### src/rtl/core/vspg_pkg.sv
// ----------------------------------------------------------------------------
// vspg_pkg
// shared types and constants of the scan-line pixel generator
// ----------------------------------------------------------------------------
package vspg_pkg;

   localparam int DEFAULT_RAM_DEPTH = 32768;

   localparam int ADDR_W       = 16;
   localparam int RAM_ADDR_W   = 15;
   localparam int BYTE_W       = 8;
   localparam int PAL_INDEX_W  = 4;
   localparam int COLOR_W      = 3;
   localparam int LINE_W       = 8;
   localparam int GROUP_W      = 7;
   localparam int PIXELS       = 8;
   localparam int PIXELS_W     = PIXELS * COLOR_W;
   localparam int PALETTE_DEPTH = 16;
   localparam int MODE_W       = 3;
   localparam int STEP_W       = GROUP_W + 3;

   localparam int CSR_INDEX_W  = 1;
   localparam int CSR_DATA_W   = ADDR_W;

   localparam logic [CSR_INDEX_W-1:0] CSR_DISPLAY_MODE  = 1'd0;
   localparam logic [CSR_INDEX_W-1:0] CSR_START_ADDRESS = 1'd1;

   localparam logic [MODE_W-1:0] MODE_1BPP      = 3'd0;
   localparam logic [MODE_W-1:0] MODE_2BPP      = 3'd1;
   localparam logic [MODE_W-1:0] MODE_4BPP      = 3'd2;
   localparam logic [MODE_W-1:0] MODE_GAP_1BPP  = 3'd3;
   localparam logic [MODE_W-1:0] MODE_WIDE_1BPP = 3'd6;

   localparam logic [MODE_W-1:0] MODE_RESET  = MODE_1BPP;
   localparam logic [ADDR_W-1:0] START_RESET = 16'h4000;

   localparam logic [COLOR_W-1:0] COLOR_BLACK = 3'd7;

   // address layout
   localparam logic [ADDR_W-1:0] ROW_BYTES_LOW  = 16'h0280;
   localparam logic [ADDR_W-1:0] ROW_BYTES_GAP  = 16'h0240;
   localparam logic [ADDR_W-1:0] ROW_BYTES_WIDE = 16'h0140;
   localparam logic [ADDR_W-1:0] DEFAULT_START  = 16'h3000;
   localparam logic [ADDR_W-1:0] LOW_LIMIT      = 16'h8000;
   localparam logic [ADDR_W-1:0] LOW_WRAP_ADD   = 16'h3000;
   localparam logic [ADDR_W-1:0] LOW_WRAP_MASK  = 16'h7fff;
   localparam logic [ADDR_W-1:0] LOW_STEP_SUB   = LOW_LIMIT - LOW_WRAP_ADD;
   localparam logic [ADDR_W-1:0] GAP_LIMIT      = 16'h7e40;
   localparam logic [ADDR_W-1:0] GAP_MODULUS    = 16'h3e40;
   localparam logic [ADDR_W-1:0] GAP_BASE       = 16'h4000;
   localparam logic [ADDR_W-1:0] GAP_MOD_X2     = 16'(2 * 16'h3e40);
   localparam logic [ADDR_W-1:0] GAP_MOD_X3     = 16'(3 * 16'h3e40);
   localparam logic [ADDR_W-1:0] GAP_MOD_X4     = 16'(4 * 16'h3e40);
   localparam logic [ADDR_W-1:0] GAP_STEP_SUB   = GAP_MOD_X2 - GAP_BASE;
   localparam logic [ADDR_W-1:0] WIDE_LIMIT     = 16'h7f40;
   localparam logic [ADDR_W-1:0] WIDE_RESTART   = 16'h6000;
   localparam logic [ADDR_W-1:0] WIDE_STEP_SUB  = WIDE_LIMIT - WIDE_RESTART;

   localparam int                LINES_PER_ROW  = 10;
   localparam int                DIV10_MUL      = 205;
   localparam int                DIV10_SHIFT    = 11;
   localparam logic [LINE_W-1:0] WIDE_LAST_LINE = 8'd250;
   localparam logic [3:0]        GAP_FIRST_LINE = 4'd8;

   typedef enum logic [1:0] {
      OP_WRITE_RAM     = 2'd0,
      OP_WRITE_PALETTE = 2'd1,
      OP_DRAW          = 2'd2
   } op_type;

   typedef logic [PALETTE_DEPTH-1:0][COLOR_W-1:0] palette_type;

endpackage

### src/rtl/core/vspg_pixel_decode.sv
// ----------------------------------------------------------------------------
// vspg_pixel_decode
// screen byte to eight physical colours through the palette
// ----------------------------------------------------------------------------
module vspg_pixel_decode (
   input  logic [vspg_pkg::MODE_W-1:0]   mode,
   input  logic                          gap,
   input  logic                          odd_group,
   input  logic [vspg_pkg::BYTE_W-1:0]   data,
   input  vspg_pkg::palette_type         palette,
   output logic [vspg_pkg::PIXELS_W-1:0] pixels,
   output logic                          drawn
);
   import vspg_pkg::*;

   always_comb begin : decode
      logic [PAL_INDEX_W-1:0] idx;
      logic [COLOR_W-1:0]     colour;
      int                     j;
      pixels = '0;
      drawn  = 1'b0;
      for (int k = 0; k < PIXELS; k++) begin
         j   = 0;
         idx = '0;
         case (mode)
            MODE_1BPP, MODE_GAP_1BPP: begin
               idx = {3'b000, data[7-k]};
            end
            MODE_2BPP: begin
               j   = k / 2;
               idx = {2'b00, data[7-j], data[3-j]};
            end
            MODE_4BPP: begin
               j   = k / 4;
               idx = {data[7-j], data[5-j], data[3-j], data[1-j]};
            end
            MODE_WIDE_1BPP: begin
               j   = (odd_group ? 4 : 0) + k / 2;
               idx = {3'b000, data[7-j]};
            end
            default: begin
               idx = '0;
            end
         endcase
         colour = gap ? COLOR_BLACK : palette[idx];
         pixels[COLOR_W*k +: COLOR_W] = colour;
      end
      case (mode)
         MODE_1BPP, MODE_2BPP, MODE_4BPP, MODE_GAP_1BPP, MODE_WIDE_1BPP: begin
            drawn = 1'b1;
         end
         default: begin
            drawn  = 1'b0;
            pixels = '0;
         end
      endcase
   end

endmodule

### config.mk
export PLATFORM = sky130hd
export DESIGN_NAME = vspg_pixel_decode
export DESIGN_NICKNAME = d
export VERILOG_FILES = /design/src/rtl/core/vspg_pkg.sv /design/src/rtl/core/vspg_pixel_decode.sv
export SDC_FILE = /design/constraint.sdc
export NUM_CORES = 1
export LEC_CHECK = 0
export BUFFER_PORTS_ARGS = -buffer_cell sky130_fd_sc_hd__buf_2
export CAP_MARGIN = 30
export CORE_ASPECT_RATIO = 0.6
export CORE_MARGIN = 10
export CORE_UTILIZATION = 23
export DETAILED_ROUTE_END_ITERATION = 16
export PLACE_DENSITY = 0.44
export SYNTH_ARGS = -nofsm -noshare
export SYNTH_HDL_FRONTEND = slang
export SYNTH_SLANG_ARGS = --single-unit
export TNS_END_PERCENT = 30
### constraint.sdc
create_clock -name vclk -period 2.8
set_input_delay 0.56 -clock vclk [all_inputs]
set_output_delay 0.56 -clock vclk [all_outputs]
set_load 0.01 [all_outputs]
Yosys cells after proc, flatten, opt, wreduce, memory -nomap -nowiden. Cells that the tools add are included.

Bits in registers: 0. Bits in latches: 0. Bits in writable memories: 0. Bits in read-only memories: 0. Bits of input ports: 61. Output and inout port bits: 25. Word-level logic and storage cells: 73. Memories kept: 0.

Add/sub/neg operators: 7. Multiply operators: 0. Divide/modulo/power cells: 0. $lt $le $gt $ge: 12. Equal/unequal tests: 4. Shifts and indexed selects: 0. Multiplexer cells: 47. Bitwise operators: 0. Reductions and logical operators: 3.

Operators by type and width (count): one-hot mux 4 bit (4 select lines) (8); binary-select mux 3 bit (select 4 bit) (8); < comparator 32 x 5 -> 1 bit, second input constant (3); subtractor 4 x 32 -> 32 bit, first input constant (3); two-way mux 3 bit (17); < comparator 4 x 5 -> 1 bit, second input constant (8); adder 32 x 2 -> 32 bit, second input constant (1); adder 32 x 3 -> 32 bit, second input constant (1); two-way mux 24 bit (1); binary-select mux 1 bit (select 3 bit) (4); two-way mux 1 bit (9); equality test 3 x 2 -> 1 bit, second input constant (2); < comparator 5 bit, second input constant (1); OR reduction 5 bit (1); subtractor 3 x 4 -> 5 bit, first input constant (1); adder 3 x 2 -> 4 bit, second input constant (1); equality test 3 x 1 -> 1 bit, second input constant (1); equality test 3 bit, second input constant (1); logical NOT 3 bit (1); OR reduction 2 bit (1).

Longest topological paths before layout. Gate-level depths: netlist of run 1.

Depth after elaboration: 11. Gate-level depth with buffers: 9. Depth with buffers taken out: 6.

Least setup slack after synthesis of run 1. Ideal clock, no wire load.

Path kind: input to output. From: input odd_group. To: output pixels[0] in the netlist's numbering. Arrival time: 2171 ps. Data required time: 2240 ps. Path slack: 69 ps. Stages: 7. Buffers on the path: 1. Cell sequence: buf_4 > mux2i_1 > o32a_1 > nand2_2 > a2111oi_1 > a311oi_2 > o22ai_1.

Longest elaborated chain between the ends: 10.

Ends and longest elaborated chain: start, declared (line vspg_pixel_decode.sv:8) `input logic odd_group,`; two-way mux 3 bit (line vspg_pixel_decode.sv:38) `j = (odd_group ? 4 : 0) + k / 2;`; subtractor 4 x 32 -> 32 bit (line vspg_pixel_decode.sv:39) `idx = {3'b000, data[7-j]};`; binary-select mux 1 bit (select 3 bit) (line vspg_pixel_decode.sv:39); two-way mux 1 bit (not written as such) (2 in a row) (line vspg_pixel_decode.sv:39); one-hot mux 4 bit (4 select lines) (line vspg_pixel_decode.sv:25) `case (mode)`; binary-select mux 3 bit (select 4 bit) (line vspg_pixel_decode.sv:45) `colour = gap ? COLOR_BLACK : palette[idx];`; two-way mux 3 bit (not written as such) (line vspg_pixel_decode.sv:45); two-way mux 3 bit (line vspg_pixel_decode.sv:45); two-way mux 24 bit (line vspg_pixel_decode.sv:48) `case (mode)`; end, declared (line vspg_pixel_decode.sv:11) `output logic [vspg_pkg::PIXELS_W-1:0] pixels,`.

No other way between the ends. The select of a mux whose other input is x is not followed.

Final worst setup path of run 1.
From: input mode[1] in the netlist's numbering. To: output pixels[1] in the netlist's numbering.

Longest elaborated chain between the ends: 7. Elaborated cells on any way between the ends: 12. Classes of those cells: eq/ne (4); mux (5); reduce/logical (3).

Ends and longest elaborated chain: start, declared (line vspg_pixel_decode.sv:6) `input logic [vspg_pkg::MODE_W-1:0] mode,`; equality test 3 x 2 -> 1 bit or logical NOT 3 bit (tied branches) (line vspg_pixel_decode.sv:25, vspg_pixel_decode.sv:48); OR reduction 2 bit (line vspg_pixel_decode.sv:25); one-hot mux 4 bit (4 select lines) (line vspg_pixel_decode.sv:25); binary-select mux 3 bit (select 4 bit) (line vspg_pixel_decode.sv:45); two-way mux 3 bit (not written as such) (line vspg_pixel_decode.sv:45); two-way mux 3 bit (line vspg_pixel_decode.sv:45); two-way mux 24 bit (*) (line vspg_pixel_decode.sv:48).

Every way passes the cells marked *; elsewhere a longest branch is shown, timed or not. The select of a mux whose other input is x is not followed.

==> impl_metrics.csv, run 1 <==
group,metric,value,unit
route,wl,14000,um
sta,worst_pin_slew,0.513,ns
sta,hold_violations,0,
route,drtIter0Drc,325,
sta,rsz0062_at_grt,"yes",
setup_path,end_kind,"output port",
logic_synthesis,synth.avg_cell_area,7.42,um^2
pwr,p_leak,1.86,nW
global_route,grt_max_degree,17,
floorplanning,fp.dieArea,14800,um^2
floorplanning,die_w,150,um
sta,min_period,3.09,ns
placed_design,dpl_worst_slack,-0.559,ns
final_layout,design.seq.count,0,
setup_path,crit_required,2.24,ns
sta,setup_tns,-5.19,ns
logic_synthesis,yosysTopAreaCell,"mux2i_1",
logic_synthesis,syn_nets,377,
placed_design,gp_congestion,0.914,
final_layout,regArea,0,um^2
sta,whs,1.73,ns
final_layout,design_area,4370,um^2
pwr,ir_drop,0.0669,mV
route,wire_per_inst,22.2,um
route,vias,3611,
setup_path,crit_arrival,2.53,ns
sta,setup_viol,24,
pwr,power.density,192,nW/um^2
logic_synthesis,ys_seq_area_frac,0,
floorplanning,initial_utilization,0.237,
final_layout,clkbuf_count,0,
sta,slew-limit-headroom,0.658,
route,drc,0,
final_layout,layout-area-overhead-vs-synth,86.5,%
status,status,"finished, violations left",
placed_design,dp_cells,610,
route,ant_nets,0,
logic_synthesis,yosysMostFrequentCell,"mux2i_1",
setup_path,cp-start-kind,"primary input",
placed_design,hpwlAfterDp,11200,um
route,drt-vias-per-instance,5.71,
route,dr.pass1.iters,5,
logic_synthesis,synth_cells,316,
final_layout,layout-drive-gt1-share,0.616,
final_layout,final-instance-count-excl-fill,632,
sta,post-route-period-util,1.10,
global_route,grt-ovfl-total,0,
logic_synthesis,synthTopCellsByArea,"mux2i_1, mux2_2, a21oi_1",
sta,maxSlewViolCount,0,
sta,fmax,0.324,GHz
status,violations,"setup timing",
floorplanning,fp.dieH,98.2,um
pwr,p_total,0.839,mW
global_route,gr-usage-all-layers,0.173,
flow_run,maxCapViolations,0,
clock_network,hold_buffers,0,
logic_synthesis,ys_types,67,
logic_synthesis,netlist_area,2350,um^2
setup_path,worstSetupPathType,"primary input to output port",
final_layout,finish.utilization,0.441,
global_route,grt_pass1_vias,3533,
final_layout,final_nets,560,
floorplanning,core,9910,um^2
global_route,antenna_found_initial,0,
final_layout,antenna_cells,0,
logic_synthesis,synth_top_area_share,0.102,
floorplanning,rows,28,
sta,layout_setup_ws,-0.286,ns
logic_synthesis,synth_commonest_cells,"mux2i_1, nand2_1, mux2_2",
min_path,hp-class,"primary input to output port",
placed_design,io_buffers,86,
floorplanning,io_pins,86,
placed_design,dpl_cell_area,3570,um^2
setup_path,crit_fanout,6,
global_route,grt_pass1_wl,20700,um
logic_synthesis,ys_warn_count,0,
==> what timing repair did <==
| action | 4_1_cts | 5_1_grt |
|---|---|---|
| pin swaps | 34 | 39 |
| buffers inserted | 14 | 10 |
| gates resized for setup | 90 | 39 |
| setup endpoints to repair | 24 | 24 |
| cloned | 2 | 0 |
==> worst paths after layout <==
| path | from | end | slack (ns) | cells after the start |
|---|---|---|---|---|
| max | mode[1] | pixels[1] | -0.29 | 9 |
| min | gap | pixels[10] | 1.73 | 4 |
==> critical path, stage by stage <==
cell	delay, ns
buf_12	0.11
and4bb_4	0.33
or2_4	0.20
buf_4	0.14
mux2i_1	0.33
a2111oi_4	0.14
a311oi_4	0.42
o22ai_1	0.14
buf_2	0.15
==> per-layer routing <==
metal  global-route usage  up-vias  wire, um
met4               0.0164        0       104
li1                     -     1672         -
met2                0.253      173      5670
met3               0.0323       13      1240
met1                0.260     1753      6990
met5                    0        -         0
==> cell type report <==
| type | count | area, um^2 |
|---|---|---|
| inverters | 9 | 33.8 |
| multi-input cells | 285 | 2620 |
| well taps | 135 | 169 |
| repair buffers | 203 | 1560 |
| fillers | 1016 | 5540 |
==> cell usage in the layout (no fill, tap or decap), drive strengths merged, types with 9 or more instances in the layout <==
cell type,Yosys,routed
inv,9,9
mux2i,24,24
o22ai,10,10
mux2,24,24
nand2,23,23
o211ai,13,13
o21ai,18,18
nor2,16,16
buf,18,202
nand3,12,12
a21oi,21,21
a211oi,11,11
==> kinds of logic after synthesis <==
| kind of cell | synth area share |
|---|---|
| AOI/OAI and AO/OA | 0.454 |
| buffers and inverters | 0.0725 |
| and+or+nand+nor | 0.256 |
| muxes | 0.218 |
==> power breakdown <==
| group | internal, mW | switching, mW | total (mW) | leakage [nW] |
|---|---|---|---|---|
| Sequential | 0 | 0 | 0 | 0 |
| Combinational | 0.416 | 0.423 | 0.839 | 1.86 |
| Clock | 0 | 0 | 0 | 0 |
Power figures use the tool's default switching activity.
==> inputs of run 2 (changes only) <==
--- a/config.mk
+++ b/config.mk
@@ -7,7 +7,7 @@
 export LEC_CHECK = 0
 export BUFFER_PORTS_ARGS = -buffer_cell sky130_fd_sc_hd__buf_2
 export CAP_MARGIN = 30
-export CORE_ASPECT_RATIO = 0.6
+export CORE_ASPECT_RATIO = 1.5
 export CORE_MARGIN = 10
 export CORE_UTILIZATION = 23
 export DETAILED_ROUTE_END_ITERATION = 16
==> impl_metrics.csv, run 2 (same netlist as run 1, synthesis figures left out) <==
group,metric,value,unit
route,ant_nets,0,
final_layout,clkbuf_count,0,
final_layout,layout-drive-gt1-share,0.623,
final_layout,design.seq.count,0,
floorplanning,initial_utilization,0.233,
sta,maxSlewViolCount,0,
status,status,"finished, violations left",
final_layout,final_nets,549,
min_path,hold_start,"data[7]",
placed_design,dpl_cell_area,3510,um^2
sta,layout_setup_ws,-0.256,ns
final_layout,regArea,0,um^2
sta,rsz0062_at_grt,"yes",
global_route,grt_pass1_vias,3583,
placed_design,gp_congestion,0.864,
final_layout,layout_commonest_cell,"buf_4",
sta,whs,1.71,ns
global_route,antenna_found_initial,0,
placed_design,io_buffers,86,
floorplanning,rows,45,
final_layout,n_fill_cell,1021,
sta,setup_tns,-3.92,ns
sta,hold_violations,0,
placed_design,hpwlAfterDp,10300,um
route,drc,0,
route,dr_wl_met2,6920,um
global_route,grt_pass1_wl,19000,um
pwr,intPower,0.401,mW
global_route,gr-usage-all-layers,0.161,
final_layout,multi_input_area,2680,um^2
setup_path,crit_fanout,6,
pwr,p_comb_frac,1.000,
sta,worst_pin_slew,0.407,ns
min_path,min_path_cells,5,
sta,slew-limit-headroom,0.728,
route,wire_per_inst,21.2,um
pwr,ir_drop,0.0980,mV
placed_design,dp_cells,589,
final_layout,layout-area-overhead-vs-synth,82.2,%
pwr,clkPwrFrac,0,
route,drtIter0Drc,248,
sta,fmax,0.327,GHz
pwr,p_leak,1.79,nW
pwr,p_sw,0.410,mW
setup_path,end_kind,"output port",
final_layout,most-common-layout-cells,"buf_4, buf_2, nand2_1",
global_route,grt-ovfl-total,0,
global_route,grt_max_degree,15,
pwr,swShare,0.506,
sta,min_period,3.06,ns
route,wl_met3,459,um
floorplanning,fp.dieArea,14700,um^2
route,top_layer_used,"met4",
min_path,hold-path-endpoint,"pixels[3]",
status,violations,"setup timing",
pwr,power.density,190,nW/um^2
route,drt-vias-per-instance,5.73,
route,dr.pass1.iters,4,
final_layout,finish.utilization,0.424,
final_layout,antenna_cells,0,
final_layout,final-instance-count-excl-fill,603,
min_path,hp-class,"primary input to output port",
floorplanning,core,10100,um^2
setup_path,crit_arrival,2.50,ns
route,wl,12800,um
setup_path,worstSetupPathType,"primary input to output port",
sta,setup_viol,24,
sta,post-route-period-util,1.09,
floorplanning,io_pins,86,
floorplanning,fp.dieH,144,um
final_layout,design_area,4270,um^2
setup_path,cp-start-kind,"primary input",
floorplanning,die_w,102,um
setup_path,crit_required,2.24,ns
route,met1_length,5040,um
pwr,seqPwrFrac,0,
route,vias,3456,
flow_run,maxCapViolations,0,
run 2: changes by cell type in the layout (fill, tap and decap cells not counted), moves of 4 or more:
cell / delta
buf_6: -8
buf_4: -4
o22ai_2: +6
o22ai_1: -5
run 2: cell type report:
| class | instances | area share |
|---|---|---|
| inverters | 9 | 0.00790 |
| multi-input cells | 285 | 0.628 |
| well taps | 117 | 0.0343 |
| repair buffers | 192 | 0.330 |
run 2: worst max-delay path by stage:
stage | from | to | slack (ns) | cells past startpoint
after floorplan | odd_group | pixels[0] | 0.07 | 7
after global placement | mode[0] | pixels[13] | -0.38 | 11
after detailed placement | mode[2] | pixels[6] | -0.37 | 11
after CTS | data[3] | pixels[1] | -0.24 | 10
after global routing | mode[1] | pixels[5] | -0.32 | 11
final | mode[1] | pixels[1] | -0.26 | 10
run 2: power groups by stage:
stage	sequential, mW	combinational [mW]	clock [mW]
floorplan	0	0.344	0
global placement	0	0.645	0
detailed placement	0	0.647	0
CTS	0	0.753	0
global route	0	0.863	0
finish	0	0.811	0
run 2: per-layer routing:
metal | up-vias | GRT usage
met5 | - | 0
met4 | 0 | 0.0469
met3 | 19 | 0.0168
met2 | 90 | 0.308
met1 | 1704 | 0.178
li1 | 1643 | -
run 2: timing repair:
item                                    CTS  global route
gates resized for setup                  86            46
setup buffers                            10             2
hold buffers                              0             0
gates cloned                              1             2
pin swaps                                25            25
endpoints found under the setup margin   24            24
run 2: worst max-delay path, stage by stage:
cell	delay (ns)
buf_8	0.11
and4bb_1	0.23
or2_4	0.29
buf_12	0.14
mux2i_1	0.14
a2111oi_2	0.41
a311oi_2	0.09
buf_4	0.18
o22ai_1	0.17
buf_2	0.16
run 2: through the flow:
step	worst slack [ns]	total power [mW]
floorplan	0.0695	0.344
global placement	-0.385	0.645
detailed placement	-0.373	0.647
CTS	-0.244	0.753
global route	-0.323	0.863
finish	-0.256	0.811
==> inputs of run 3 (changes only) <==
--- a/config.mk
+++ b/config.mk
@@ -7,11 +7,13 @@
 export LEC_CHECK = 0
 export BUFFER_PORTS_ARGS = -buffer_cell sky130_fd_sc_hd__buf_2
 export CAP_MARGIN = 30
+export CELL_PAD_IN_SITES_DETAIL_PLACEMENT = 0
+export CELL_PAD_IN_SITES_GLOBAL_PLACEMENT = 1
 export CORE_ASPECT_RATIO = 1.5
 export CORE_MARGIN = 10
 export CORE_UTILIZATION = 23
 export DETAILED_ROUTE_END_ITERATION = 16
-export PLACE_DENSITY = 0.44
+export PLACE_DENSITY = 0.58
 export SYNTH_ARGS = -nofsm -noshare
 export SYNTH_HDL_FRONTEND = slang
 export SYNTH_SLANG_ARGS = --single-unit
==> impl_metrics.csv, run 3 (same netlist as run 1, synthesis figures left out) <==
group,metric,value,unit
final_layout,layout-drive-gt1-share,0.629,
global_route,gr-usage-all-layers,0.168,
floorplanning,fp.dieH,144,um
final_layout,regArea,0,um^2
sta,slew-limit-headroom,0.672,
setup_path,crit_required,2.24,ns
final_layout,final_nets,561,
sta,setup_viol,24,
setup_path,end_kind,"output port",
sta,min_period,3.12,ns
setup_path,cp-start-kind,"primary input",
global_route,grt_pass1_wl,19800,um
pwr,seqPwrFrac,0,
pwr,intPower,0.416,mW
global_route,grt_max_degree,14,
final_layout,clkbuf_count,0,
pwr,power.density,189,nW/um^2
pwr,swShare,0.503,
route,drt-vias-per-instance,5.80,
setup_path,crit_fanout,7,
status,violations,"setup timing",
sta,maxSlewViolCount,0,
status,status,"finished, violations left",
global_route,antenna_found_initial,0,
setup_path,crit_arrival,2.56,ns
sta,post-route-period-util,1.12,
route,wl,13100,um
pwr,p_leak,1.89,nW
floorplanning,io_pins,86,
floorplanning,rows,45,
route,dr.pass1.iters,5,
route,wire_per_inst,21.4,um
route,drc,0,
final_layout,finish.utilization,0.439,
final_layout,design.seq.count,0,
placed_design,io_buffers,86,
route,ant_nets,0,
sta,worst_pin_slew,0.492,ns
floorplanning,initial_utilization,0.233,
placed_design,gp_congestion,0.921,
setup_path,worstSetupPathType,"primary input to output port",
setup_path,crit_path_cell_trace,"buf_8 -> and4bb_1 -> or2_4 -> buf_12 -> a2111oi_4 -> a2111oi_4 -> a311oi_2 -> buf_4 -> o22ai_2 -> buf_2",
setup_path,worst_path_largest_cell_delay,0.37,ns
floorplanning,die_w,102,um
clock_network,hold_buffers,0,
final_layout,antenna_cells,0,
route,vias,3566,
floorplanning,core,10100,um^2
sta,fmax,0.320,GHz
min_path,hp-class,"primary input to output port",
setup_path,critPathSlowestCell,"a311oi_2",
setup_path,path_common_cell,"a2111oi_4",
sta,layout_setup_ws,-0.323,ns
final_layout,most-common-layout-cells,"buf_4, buf_2, mux2i_1",
sta,rsz0062_at_grt,"yes",
pwr,p_sw,0.421,mW
final_layout,layout_commonest_cell,"buf_4",
route,drtIter0Drc,196,
pwr,ir_drop,0.0848,mV
global_route,grt-ovfl-total,0,
final_layout,layout-area-overhead-vs-synth,88.4,%
sta,setup_tns,-4.72,ns
pwr,p_comb_frac,1.000,
flow_run,maxCapViolations,0,
floorplanning,fp.dieArea,14700,um^2
placed_design,hpwlAfterDp,10800,um
sta,hold_violations,0,
global_route,grt_pass1_vias,3696,
pwr,clkPwrFrac,0,
[run 3: worst max-delay path, delay by kind of cell]
kind / cells / cell delay, ns
buffers and inverters: 4 / 0.61
AO/OA/AOI/OAI: 4 / 0.88
AND/OR/NAND/NOR: 2 / 0.52
[run 3: worst paths after layout]
path | startpoint | to | slack [ns] | cells past startpoint
max | mode[1] | pixels[0] | -0.32 | 10
min | palette[33] | pixels[18] | 1.74 | 6
[run 3: layer usage]
layer | up-vias | GRT usage | wire, um
met1 | 1712 | 0.183 | 4870
met5 | - | 0 | 0
met2 | 144 | 0.319 | 7090
met4 | 0 | 0.0522 | 503
li1 | 1669 | - | -
met3 | 41 | 0.0207 | 669
[run 3: layout make-up]
type	instances	area, um^2
inverter	9	33.8
fill	1004	5660
multi-input combinational	285	2740
tap	117	146
timing repair buffer	204	1500
[run 3: metrics by stage]
| stage | hold WS [ns] | instance area [um^2] | cells | power [mW] | setup slack (ns) |
|---|---|---|---|---|---|
| floorplan | 1.40 | 2350 | 316 | 0.344 | 0.0695 |
| global placement | 1.76 | 3540 | 591 | 0.659 | -0.467 |
| detailed placement | 1.77 | 3540 | 591 | 0.661 | -0.510 |
| CTS | 1.74 | 4140 | 606 | 0.773 | -0.271 |
| global route | 1.80 | 4420 | 615 | 0.890 | -0.365 |
| finish | 1.74 | 4420 | 615 | 0.837 | -0.323 |
[run 3: power groups by stage]
stage / logic [mW] / clock network, mW / registers (mW)
after CTS: 0.773 / 0 / 0
after detailed placement: 0.661 / 0 / 0
final: 0.837 / 0 / 0
after floorplan: 0.344 / 0 / 0
after global placement: 0.659 / 0 / 0
after global routing: 0.890 / 0 / 0
[run 3: timing repair]
item                                    in CTS  in global routing
pin swaps                                   41                 27
setup buffers                               17                  9
endpoints found under the hold margin        0                  0
cloned                                       1                  0
endpoints found under the setup margin      24                 24
resized for setup                           94                 40
